### src/hw/rtl/kbl_pkg.sv
package kbl_pkg;

  localparam int unsigned QUEUE_DEPTH = 128;
  localparam int unsigned PTR_W = (QUEUE_DEPTH > 1) ? $clog2(QUEUE_DEPTH) : 1;
  localparam int unsigned CNT_W = $clog2(QUEUE_DEPTH + 1);

  localparam int unsigned KEY_W = 7;

  localparam logic [2:0] MODE_CHAR     = 3'd0;
  localparam logic [2:0] MODE_VKEY     = 3'd1;
  localparam logic [2:0] MODE_READ     = 3'd2;
  localparam logic [2:0] MODE_POP      = 3'd3;
  localparam logic [2:0] MODE_CAPS_TOG = 3'd4;
  localparam logic [2:0] MODE_CAPS_SET = 3'd5;

  localparam logic [7:0] VK_BREAK = 8'h03;
  localparam logic [7:0] VK_LEFT  = 8'h25;
  localparam logic [7:0] VK_DOWN  = 8'h28;
  localparam logic [7:0] VK_DEL   = 8'h2E;
  localparam logic [7:0] VK_F11   = 8'h7A;
  localparam logic [7:0] VK_F12   = 8'h7B;

  localparam logic [KEY_W-1:0] KEY_DEL = 7'h7F;

  typedef struct packed {
    logic             push;
    logic [KEY_W-1:0] key;
    logic             alt_toggle;
    logic             reset_req;
  } xlate_t;

  function automatic logic [KEY_W-1:0] arrow_map(input logic [1:0] idx);
    logic [KEY_W-1:0] r;
    case (idx)
      2'd0:    r = 7'h08;
      2'd1:    r = 7'h0B;
      2'd2:    r = 7'h15;
      default: r = 7'h0A;
    endcase
    return r;
  endfunction

  function automatic logic [7:0] accent_map(input logic [7:0] k_in);
    logic [7:0] k;
    logic [7:0] r;
    k = k_in;
    if (k inside {[8'hC0:8'hDA]}) begin
      k = k + 8'h20;
    end
    case (k)
      8'hE0:   r = 8'h5F;
      8'hE1:   r = 8'h40;
      8'hE2:   r = 8'h5C;
      8'hE3:   r = 8'h5B;
      8'hE7:   r = 8'h5D;
      8'hE9:   r = 8'h60;
      8'hEA:   r = 8'h26;
      8'hED:   r = 8'h7B;
      8'hF3:   r = 8'h7E;
      8'hF4:   r = 8'h7D;
      8'hF5:   r = 8'h23;
      8'hFA:   r = 8'h7C;
      default: r = k;
    endcase
    return r;
  endfunction

endpackage

### src/hw/rtl/kbl_ram.sv
module kbl_ram #(
  parameter int unsigned WIDTH  = 8,
  parameter int unsigned DEPTH  = 16,
  parameter int unsigned ADDR_W = (DEPTH > 1) ? $clog2(DEPTH) : 1
) (
  input  logic              clk_i,
  input  logic              we_i,
  input  logic [ADDR_W-1:0] waddr_i,
  input  logic [WIDTH-1:0]  wdata_i,
  input  logic [ADDR_W-1:0] raddr_i,
  output logic [WIDTH-1:0]  rdata_o
);

  logic [WIDTH-1:0] mem_q [DEPTH];
  logic [WIDTH-1:0] rdata_q;

  always_ff @(posedge clk_i) begin
    if (we_i) begin
      mem_q[waddr_i] <= wdata_i;
    end
    rdata_q <= mem_q[raddr_i];
  end

  assign rdata_o = rdata_q;

endmodule

### src/hw/rtl/kbl_xlate.sv
module kbl_xlate (
  input  logic [2:0]      mode_i,
  input  logic [7:0]      key_code_i,
  input  logic            ctrl_held_i,
  input  logic            caps_i,
  input  logic            alt_i,
  output kbl_pkg::xlate_t xl_o
);
  import kbl_pkg::*;

  logic [7:0] char_k;
  logic [7:0] char_up;

  always_comb begin
    char_k  = alt_i ? accent_map(key_code_i) : key_code_i;
    char_up = char_k;
    if (caps_i && (char_k inside {[8'h61:8'h7A]})) begin
      char_up = char_k - 8'h20;
    end

    xl_o = '0;
    case (mode_i)
      MODE_CHAR: begin
        xl_o.push = !char_k[7];
        xl_o.key  = char_up[KEY_W-1:0];
      end
      MODE_VKEY: begin
        if (ctrl_held_i && (key_code_i inside {VK_BREAK, VK_F12})) begin
          xl_o.reset_req = 1'b1;
        end else if (key_code_i == VK_F11) begin
          xl_o.alt_toggle = 1'b1;
        end else if (key_code_i == VK_DEL) begin
          xl_o.push = 1'b1;
          xl_o.key  = KEY_DEL;
        end else if (key_code_i inside {[VK_LEFT:VK_DOWN]}) begin
          xl_o.push = 1'b1;
          xl_o.key  = arrow_map(key_code_i[1:0] - 2'd1);
        end
      end
      default: begin
        xl_o = '0;
      end
    endcase
  end

endmodule

### src/hw/rtl/keyboard_latch_with_key_queue_top.sv
// Channel  Dir  tdata (low bit up)                              tuser
// s_axis   in   key_code[7:0], ctrl_held[8], caps_value[9]      mode[2:0]
// m_axis   out  read_value[7:0], key_waiting[8], caps_lock_on[9],
//               alt_mode_on[10], reset_request[11], queue_overflow[12]
//
// One item per cycle unless m_axis stalls; inputs and results are registered.
// The front key is prefetched from the key store's registered read port,
// addressed by the next read pointer, with a bypass for a same-cycle write.
// Reset empties the queue, clears strobe and alternate mode, sets caps lock.
// A stalled m_axis holds the result and the input register; s_axis stalls
// only when both are full.
module keyboard_latch_with_key_queue_top (
  input  logic        clk_i,
  input  logic        rst_ni,
  input  logic        s_axis_tvalid_i,
  output logic        s_axis_tready_o,
  input  logic [15:0] s_axis_tdata_i,  // key_code, ctrl_held, caps_value
  input  logic [2:0]  s_axis_tuser_i,  // mode
  output logic        m_axis_tvalid_o,
  input  logic        m_axis_tready_i,
  output logic [15:0] m_axis_tdata_o   // read_value, key_waiting, caps_lock_on,
                                       // alt_mode_on, reset_request, queue_overflow
);
  import kbl_pkg::*;

  logic             s1_valid_q;
  logic [2:0]       s1_mode_q;
  logic [7:0]       s1_key_q;
  logic             s1_ctrl_q;
  logic             s1_capv_q;

  logic             out_valid_q;
  logic [12:0]      out_data_q;

  logic [PTR_W-1:0] rp_q, rp_d;
  logic [CNT_W-1:0] count_q, count_d;
  logic [KEY_W-1:0] shown_q, shown_d;
  logic             strobe_q, strobe_d;
  logic             caps_q, caps_d;
  logic             alt_q, alt_d;
  logic             byp_q;
  logic [KEY_W-1:0] byp_data_q;

  logic             adv, fire, full, has_key, we, ovf;
  logic [KEY_W-1:0] ram_rdata, front;
  logic [PTR_W:0]   slot_sum;
  logic [PTR_W-1:0] wp, rp_inc;
  logic [7:0]       rv;
  xlate_t           xl;

  assign adv             = !out_valid_q || m_axis_tready_i;
  assign fire            = s1_valid_q && adv;
  assign s_axis_tready_o = !s1_valid_q || adv;
  assign m_axis_tvalid_o = out_valid_q;
  assign m_axis_tdata_o  = {3'b000, out_data_q};

  kbl_xlate u_xlate (
    .mode_i      (s1_mode_q),
    .key_code_i  (s1_key_q),
    .ctrl_held_i (s1_ctrl_q),
    .caps_i      (caps_q),
    .alt_i       (alt_q),
    .xl_o        (xl)
  );

  kbl_ram #(
    .WIDTH (KEY_W),
    .DEPTH (QUEUE_DEPTH)
  ) u_store (
    .clk_i   (clk_i),
    .we_i    (we),
    .waddr_i (wp),
    .wdata_i (xl.key),
    .raddr_i (rp_d),
    .rdata_o (ram_rdata)
  );

  always_comb begin
    full     = count_q == CNT_W'(QUEUE_DEPTH);
    has_key  = count_q != '0;
    front    = has_key ? (byp_q ? byp_data_q : ram_rdata) : shown_q;
    slot_sum = (PTR_W+1)'(rp_q) + (PTR_W+1)'(count_q);
    wp       = (slot_sum >= (PTR_W+1)'(QUEUE_DEPTH))
               ? PTR_W'(slot_sum - (PTR_W+1)'(QUEUE_DEPTH)) : slot_sum[PTR_W-1:0];
    rp_inc   = (rp_q == PTR_W'(QUEUE_DEPTH - 1)) ? '0 : rp_q + 1'b1;

    rp_d     = rp_q;
    count_d  = count_q;
    shown_d  = shown_q;
    strobe_d = strobe_q;
    caps_d   = caps_q;
    alt_d    = alt_q;
    we       = 1'b0;
    ovf      = 1'b0;
    rv       = '0;

    if (fire) begin
      if (xl.push) begin
        if (full) begin
          ovf = 1'b1;
        end else begin
          we       = 1'b1;
          count_d  = count_q + 1'b1;
          strobe_d = 1'b1;
        end
      end
      if (xl.alt_toggle) begin
        alt_d = !alt_q;
      end
      case (s1_mode_q)
        MODE_READ: begin
          rv = {strobe_q, front};
        end
        MODE_POP: begin
          rv = {strobe_q, front};
          if (has_key) begin
            shown_d = front;
            rp_d    = rp_inc;
            count_d = count_q - 1'b1;
          end
          if (count_d == '0) begin
            strobe_d = 1'b0;
          end
        end
        MODE_CAPS_TOG: begin
          caps_d = !caps_q;
        end
        MODE_CAPS_SET: begin
          caps_d = s1_capv_q;
        end
        default: begin
          rv = '0;
        end
      endcase
    end
  end

  always_ff @(posedge clk_i or negedge rst_ni) begin
    if (!rst_ni) begin
      s1_valid_q  <= 1'b0;
      out_valid_q <= 1'b0;
      rp_q        <= '0;
      count_q     <= '0;
      shown_q     <= '0;
      strobe_q    <= 1'b0;
      caps_q      <= 1'b1;
      alt_q       <= 1'b0;
      byp_q       <= 1'b0;
    end else begin
      if (s_axis_tready_o) begin
        s1_valid_q <= s_axis_tvalid_i;
      end
      if (adv) begin
        out_valid_q <= s1_valid_q;
      end
      rp_q     <= rp_d;
      count_q  <= count_d;
      shown_q  <= shown_d;
      strobe_q <= strobe_d;
      caps_q   <= caps_d;
      alt_q    <= alt_d;
      byp_q    <= we && (wp == rp_d);
    end
  end

  always_ff @(posedge clk_i) begin
    byp_data_q <= xl.key;
    if (s_axis_tvalid_i && s_axis_tready_o) begin
      s1_mode_q <= s_axis_tuser_i;
      s1_key_q  <= s_axis_tdata_i[7:0];
      s1_ctrl_q <= s_axis_tdata_i[8];
      s1_capv_q <= s_axis_tdata_i[9];
    end
    if (fire) begin
      out_data_q <= {ovf, xl.reset_req, alt_d, caps_d, strobe_d, rv};
    end
  end

  a_count_bound: assert property (@(posedge clk_i) disable iff (!rst_ni)
    count_q <= CNT_W'(QUEUE_DEPTH))
    else $error("key count above queue depth");

  a_rp_bound: assert property (@(posedge clk_i) disable iff (!rst_ni)
    rp_q <= PTR_W'(QUEUE_DEPTH - 1))
    else $error("read pointer out of range");

  a_strobe_count: assert property (@(posedge clk_i) disable iff (!rst_ni)
    strobe_q == (count_q != '0))
    else $error("strobe disagrees with key count");

  a_ovf_full: assert property (@(posedge clk_i) disable iff (!rst_ni)
    (fire && ovf) |-> full && !we)
    else $error("overflow without a full queue");

  a_reset_no_change: assert property (@(posedge clk_i) disable iff (!rst_ni)
    (fire && xl.reset_req) |=> $stable(count_q) && $stable(rp_q))
    else $error("reset request changed the queue");

endmodule

### config.mk
export PLATFORM = sky130hd
export DESIGN_NAME = keyboard_latch_with_key_queue_top
export DESIGN_NICKNAME = d
export VERILOG_FILES = /design/src/hw/rtl/kbl_pkg.sv /design/src/hw/rtl/kbl_ram.sv /design/src/hw/rtl/kbl_xlate.sv /design/src/hw/rtl/keyboard_latch_with_key_queue_top.sv
export SDC_FILE = /design/constraint.sdc
export NUM_CORES = 1
export LEC_CHECK = 0
export BUFFER_PORTS_ARGS = -buffer_cell sky130_fd_sc_hd__buf_2
export CAP_MARGIN = 20
export CORE_UTILIZATION = 65
export CTS_BUF_LIST = sky130_fd_sc_hd__clkbuf_8
export DETAILED_ROUTE_END_ITERATION = 8
export PLACE_DENSITY_LB_ADDON = 0.2
export SYNTH_ARGS = -nofsm -noshare
export SYNTH_HDL_FRONTEND = slang
export SYNTH_SLANG_ARGS = --single-unit
### constraint.sdc
create_clock -name clk_i -period 18.4 [get_ports clk_i]
set_input_delay 3.68 -clock clk_i [delete_from_list [all_inputs] [get_ports clk_i]]
set_output_delay 3.68 -clock clk_i [all_outputs]
set_load 0.02 [all_outputs]
Yosys cells after proc, flatten, opt, wreduce, memory -nomap -nowiden. Memories as Yosys holds them, arrays and structs flattened. A register that Yosys moved wholly into a read port is not among the register bits. Index checks and enable logic that the tools add are counted. W data, S select, Z words.

Bits in writable memories: 896. Memories kept: 1. Output and inout port bits: 18. Logic and storage cells: 123. Input bits: 23. Register bits: 61.

Reduce and logical (&&, ||, !) cells: 22. Mux-type cells: 41. Order comparisons: 7. Eq/ne operators: 26. Add/sub/neg operators: 8.

Memories: u_store.mem_q (words 128, width 7, read ports 1, clocked after memory_dff 1, wr ports 1, line kbl_ram.sv:14) `logic [WIDTH-1:0] mem_q [DEPTH];`.

Operators by type and width (count): $eq A8 B8 Y1 const B (13); $pmux W8 S12 (1); $mux W8 (11); $mux W7 (8); $eq A8 B7 Y1 const B (2); $ge A8 B8 Y1 const B (2); $mux W1 (16); $pmux W8 S2 (1); $pmux W5 S3 (1); $mux W9 (1); $add A7 B8 Y8 (1); $add A8 B1 Y8 const B (1); $add A8 B6 Y8 const B (1); $eq A8 B2 Y1 const B (1); $eq A8 B6 Y1 const B (1); $ge A8 B6 Y1 const B (1); $ge A8 B7 Y1 const B (1); $le A8 B6 Y1 const B (1); $le A8 B7 Y1 const B (1); $le A8 B8 Y1 const B (1); $logic_and A1 B1 Y1 (8); $logic_not A8 Y1 (1); $reduce_bool A8 Y1 (1); $sub A8 B1 Y8 const B (1); other kinds (20) (27).

Longest topological paths before layout.
Depth in word-level cells: 19. Depth in mapped cells: 18. Mapped depth without buffers: 13.

Hierarchy. Synthesis repeated with hierarchy kept, for this count alone.

Cells, all modules: 1895. Area total of the unflattened synthesis: 39042.4 um2.

Modules (own cells, without submodules): kbl_ram (cells an instance 1453, sequential area each 27045.9 um2, times used 1, area each 34807.1 um2); keyboard_latch_with_key_queue_top (cells an instance 297, sequential area each 1622.8 um2, times used 1, area each 3206.8 um2); kbl_xlate (cells an instance 145, sequential area each 0.0 um2, times used 1, area each 1028.5 um2).

Worst setup path after synthesis. OpenSTA, ideal clock, no wires.

Path kind: register -> register. Start point: register s1_key_q[5]. End point: memory u_store.mem_q[0][2] (netlist name) (data pin). Clock period less this slack: 8638 ps. Buffers on the path: 1. Slack: 9762 ps. Cell stages (with the launch flop): 13. Required time: 17196 ps. Library setup time: 1204 ps. Arrival: 7435 ps. Cell sequence: edfxtp_1 inv_1 ha_1 nor4_1 nand4_1 and2_1 a21boi_0 and2_1 nand2_1 clkbuf_1 a211oi_1 a21oi_1 o21ai_0.

Cells in the longest elaborated chain, start to end: 11.

Ends and longest elaborated chain: start, declared (line keyboard_latch_with_key_queue_top.sv:28) `logic [7:0] s1_key_q;`; start signal, assigned (line keyboard_latch_with_key_queue_top.sv:170) `s1_key_q <= s_axis_tdata_i[7:0];`; $ge A8 B8 Y1 / $le A8 B8 Y1 (equally long branches) (line kbl_pkg.sv:47) `if (k inside {[8'hC0:8'hDA]}) begin`; $logic_and A1 B1 Y1 (line kbl_pkg.sv:47); $mux W8 (line kbl_pkg.sv:47); $eq A8 B8 Y1 (line kbl_pkg.sv:50) `case (k)`; $pmux W8 S12 (line kbl_pkg.sv:50); $mux W8 (line kbl_xlate.sv:15) `char_k = alt_i ? accent_map(key_code_i) : key_code_i;`; $ge A8 B7 Y1 / $le A8 B7 Y1 (equally long branches) (line kbl_xlate.sv:17) `if (caps_i && (char_k inside {[8'h61:8'h7A]})) begin`; $logic_and A1 B1 Y1 (2 in a row) (line kbl_xlate.sv:17); $mux W7 (line kbl_xlate.sv:17); $pmux W8 S2 (*) (line kbl_xlate.sv:22) `case (mode_i)`; net u_store.wdata_i[2] (line kbl_ram.sv:9) `input logic [WIDTH-1:0] wdata_i,`; end, declared (line kbl_ram.sv:14).

Mark *: on every way through the listed nets, which the timed path passes. The rest lies on a longest branch.

Final worst setup path.
Start point: input port m_axis_tready_i. End point: register u_store.rdata_q[1], in the netlist u_store.rdata_o[1], read port of u_store.mem_q.

Cells in the longest elaborated chain, start to end: 3.

Ends and longest elaborated chain: start, declared (line keyboard_latch_with_key_queue_top.sv:20) `input logic m_axis_tready_i,`; $logic_or A1 B1 Y1 (line keyboard_latch_with_key_queue_top.sv:51) `assign adv = !out_valid_q || m_axis_tready_i;`; $logic_and A1 B1 Y1 (line keyboard_latch_with_key_queue_top.sv:52) `assign fire = s1_valid_q && adv;`; $mux W7 (line keyboard_latch_with_key_queue_top.sv:97) `if (fire) begin`; end, declared (line kbl_ram.sv:15) `logic [WIDTH-1:0] rdata_q;`.

Every way passes these cells. A chain may end at the register's enable or synchronous reset.

==> run summary <==
nature of the critical path endpoint: flip-flop
port bufs: 31
critical path launch point: m_axis_tready_i
Reg clk slew, reported paths: 0.06 ns
FILL cells: 3981
Synth Register Bits: 964
hold crit path type: reg2reg
DRC: 0
Initial DRC Count: 3401
CP Launch Type: input pin
Avg Cell Area, Syn: 13.36 um^2
setup TNS: 0 ns
RSZ-0062 raised after global routing: false
die area: 0.06319 mm^2
register area share after synthesis: 0.7092
Power Density: 129.9 mW/mm^2
Cells after Synth: 3026
ranking of synthesized cells by area: edfxtp_1 (68%), nand2_1 (5.5%), nand3_1 (3.6%), mux2i_1 (3.4%), nor2_1 (2.1%)
Setup violations, final: 0
largest delay contributor family on the critical path: simple AND/OR/NAND/NOR gates
status: finished clean
share of cells above drive strength 1: 0.1061
crit path max fanout: 148
count leader, synth: edfxtp_1
Worst-Skew Late Latency: 0.81 ns
minimum clock period: 9.311 ns
clock sinks: 964
Core Area: 0.06160 mm^2
crit path kind: in2reg
DIE WIDTH: 251.4 um
worst path required time: 19.03 ns
crit path DAT: 9.94 ns
Leak Pwr: 15.37 nW
Max Fclk: 107.4 MHz
Warnings, synthesis: 0
post-route antenna net violation count: 0
Wirelength per Cell: 24.95 um
Synth area leader: edfxtp_1
H-tree depth: 4
max-cap viol count: 0
NumNets Final: 3117
crit-path cells: buf_2 > nand2b_1 > nand2_1 > inv_2 > and4_4 > nor2_4 > clkinv_8 > buf_4 > buf_4 > nand2_1 > o32ai_1 > nor3_1 > nor4_1 > nor4b_1 > o211ai_1
antenna violations before repair: 3
fin area: 0.04396 mm^2
slowest cell on the critical path: nand2_1
Post-Syn Area: 0.04043 mm^2
vias in the first global route: 25370
CTS Buf Count: 151
r2r startpoint: count_q[1]$_DFFE_PN0P_
Pre-Repair DR Iteration Count: 9
drt total wl: 100500 um
Max IR drop VDD: 0.1474 mV
ys async rst share: 0.02905
hold_ws: 0.4820 ns
Max-slew headroom: 0.2136
IO Count: 41
Post-DP HPWL: 58770 um
Final Skew: 0.03049 ns
GPL Wtd Cong: 1.008
Final period util: 0.5060
area grow syn2layout: 8.753%
min-delay src: shown_q[1]$_DFFE_PN0P_
clock tree from TritonCTS: done
Max stage delay on crit path: 0.84 ns
final hold violation count: 0
dpl cells: 3757
max-slew violations: 0
clock root buffer: clkbuf_8
Synth cell types: 88
Worst-Margin Slew: 1.180 ns
Vias/cell: 6.508
number of enable flip-flop cells after synthesis: 922
via count: 26200
top_reg_cell synth: edfxtp_1
worst-case clock buffer depth: 3
Remaining Overflow, GRT: 0
global-route usage over all layers: 0.3211
die extent in y: 251.4 um
first-pass GRT wire length: 150300 um
Finished Layout Cells: 4026
area share of the largest cell type after synthesis: 0.6849
Setup Buffers After CTS: 0
# rows: 91
dpl cell area: 0.04124 mm^2
post-CTS sizing: 0
largest net degree at the start of global routing: 183
Bufs and invs on worst path: 5
hold buffer count at CTS: 0
Commonest cells post-synth: edfxtp_1 (922), nand2_1 (588), nand3_1 (288), nor2_1 (225), mux2i_1 (138)
initial core utilization: 0.6563
Final Core Density: 0.7137
[flip-flops by register name (all words and copies together) (netlist names)]
register / cells
alt_q: 1
byp_data_q: 7
byp_q: 1
caps_q: 1
count_q: 8
m_axis_tvalid_o: 1
out_data_q: 13
rp_q: 7
s1_capv_q: 1
s1_ctrl_q: 1
s1_key_q: 8
s1_mode_q: 3
s1_valid_q: 1
shown_q: 7
strobe_q: 1
u_store.mem_q: 896
u_store.rdata_o: 7
[tightest hold or removal path, cell delays in order, from the launching register on]
cell	delay, ns
dfrtp_1	0.34
nand2_1	0.05
o21ai_0	0.06
[layer usage]
layer / vias up / track usage / share of wire
li1: 11470 / - / -
met1: 12730 / 0.4310 / 0.37
met2: 1688 / 0.4972 / 0.47
met3: 309 / 0.08563 / 0.12
met4: 4 / 0.1446 / 0.042
met5: - / 0 / 0.00053
[layout by cell type (no fill, tap or decap), drive strengths merged, types with 13 or more instances in the layout]
cell     synthesis  layout
dfrtp           27      27
a221o           13      13
a31oi           21      21
o22ai           22      22
dfxtp           14      14
mux2            32      32
clkbuf          70     156
xnor2           16      16
mux4            20      20
nor3            29      29
a21oi           50      50
nand2          588     588
mux2i          138     138
ha              19      19
o21ai           76      76
and3            18      18
clkinv           0      53
nor2b           17      17
a32oi           19      19
nand3          289     289
nor2           228     228
o211ai          13      13
o32ai           13      13
o2111ai         16      16
buf            103      66
a221oi          14      14
nand4           24      24
edfxtp         922     922
inv             37      88
a211oi          18      18
a22oi           21      21
[where the power goes]
part	total (mW)	internal, mW	switching (mW)
registers	2.48	2.43	0.0464
logic	1.58	0.489	1.09
clock network	1.65	0.827	0.826
[logic make-up after synthesis]
logic type               Yosys count  synth area share
adder cells (fa/ha/maj)           20          0.006376
buffers and inverters            210           0.02352
AO/OA/AOI/OAI                    361           0.06329
multiplexers                     190           0.05422
AND/OR/NAND/NOR                 1259            0.1386
XOR/XNOR                          21          0.004735
flip-flops                       964            0.7092
other                              1        0.00009276
[layout make-up]
cell class	count	area (um^2)	area share
Antenna cell	2	5.005	0.0001138
Clock buffer	156	2147	0.04884
Clock inverter	110	549.3	0.01249
Inverter	37	156.4	0.003557
Multi-Input combinational cell	1854	10920	0.2484
Sequential cell	964	28670	0.6521
Tap cell	837	1047	0.02382
Timing Repair Buffer	66	466.7	0.01062
[stage by stage]
stage          setup WS (ns)  power, mW
2_1_floorplan          9.762      3.611
3_3_place_gp           8.682      4.020
3_5_place_dp           8.523      4.055
4_1_cts                9.362      5.681
5_1_grt                8.937      5.907
6_report               9.089      5.711
[final timing paths]
path / to / slack (ns) / depth (start not counted)
max in group asynchronous: rp_q[3]$_DFF_PN0_ / 14.99 / 1
worst min-delay path: shown_q[1]$_DFFE_PN0P_ / 0.48 / 2
min in group asynchronous: shown_q[6]$_DFFE_PN0P_ / 2.92 / 1
worst max-delay path: u_store.rdata_o[1]$_DFF_P_ / 9.09 / 15
worst min register to register: shown_q[1]$_DFFE_PN0P_ / 0.48 / 2
worst max register to register: u_store.rdata_o[1]$_DFF_P_ / 11.46 / 15
(Power assumes the default switching activity.)
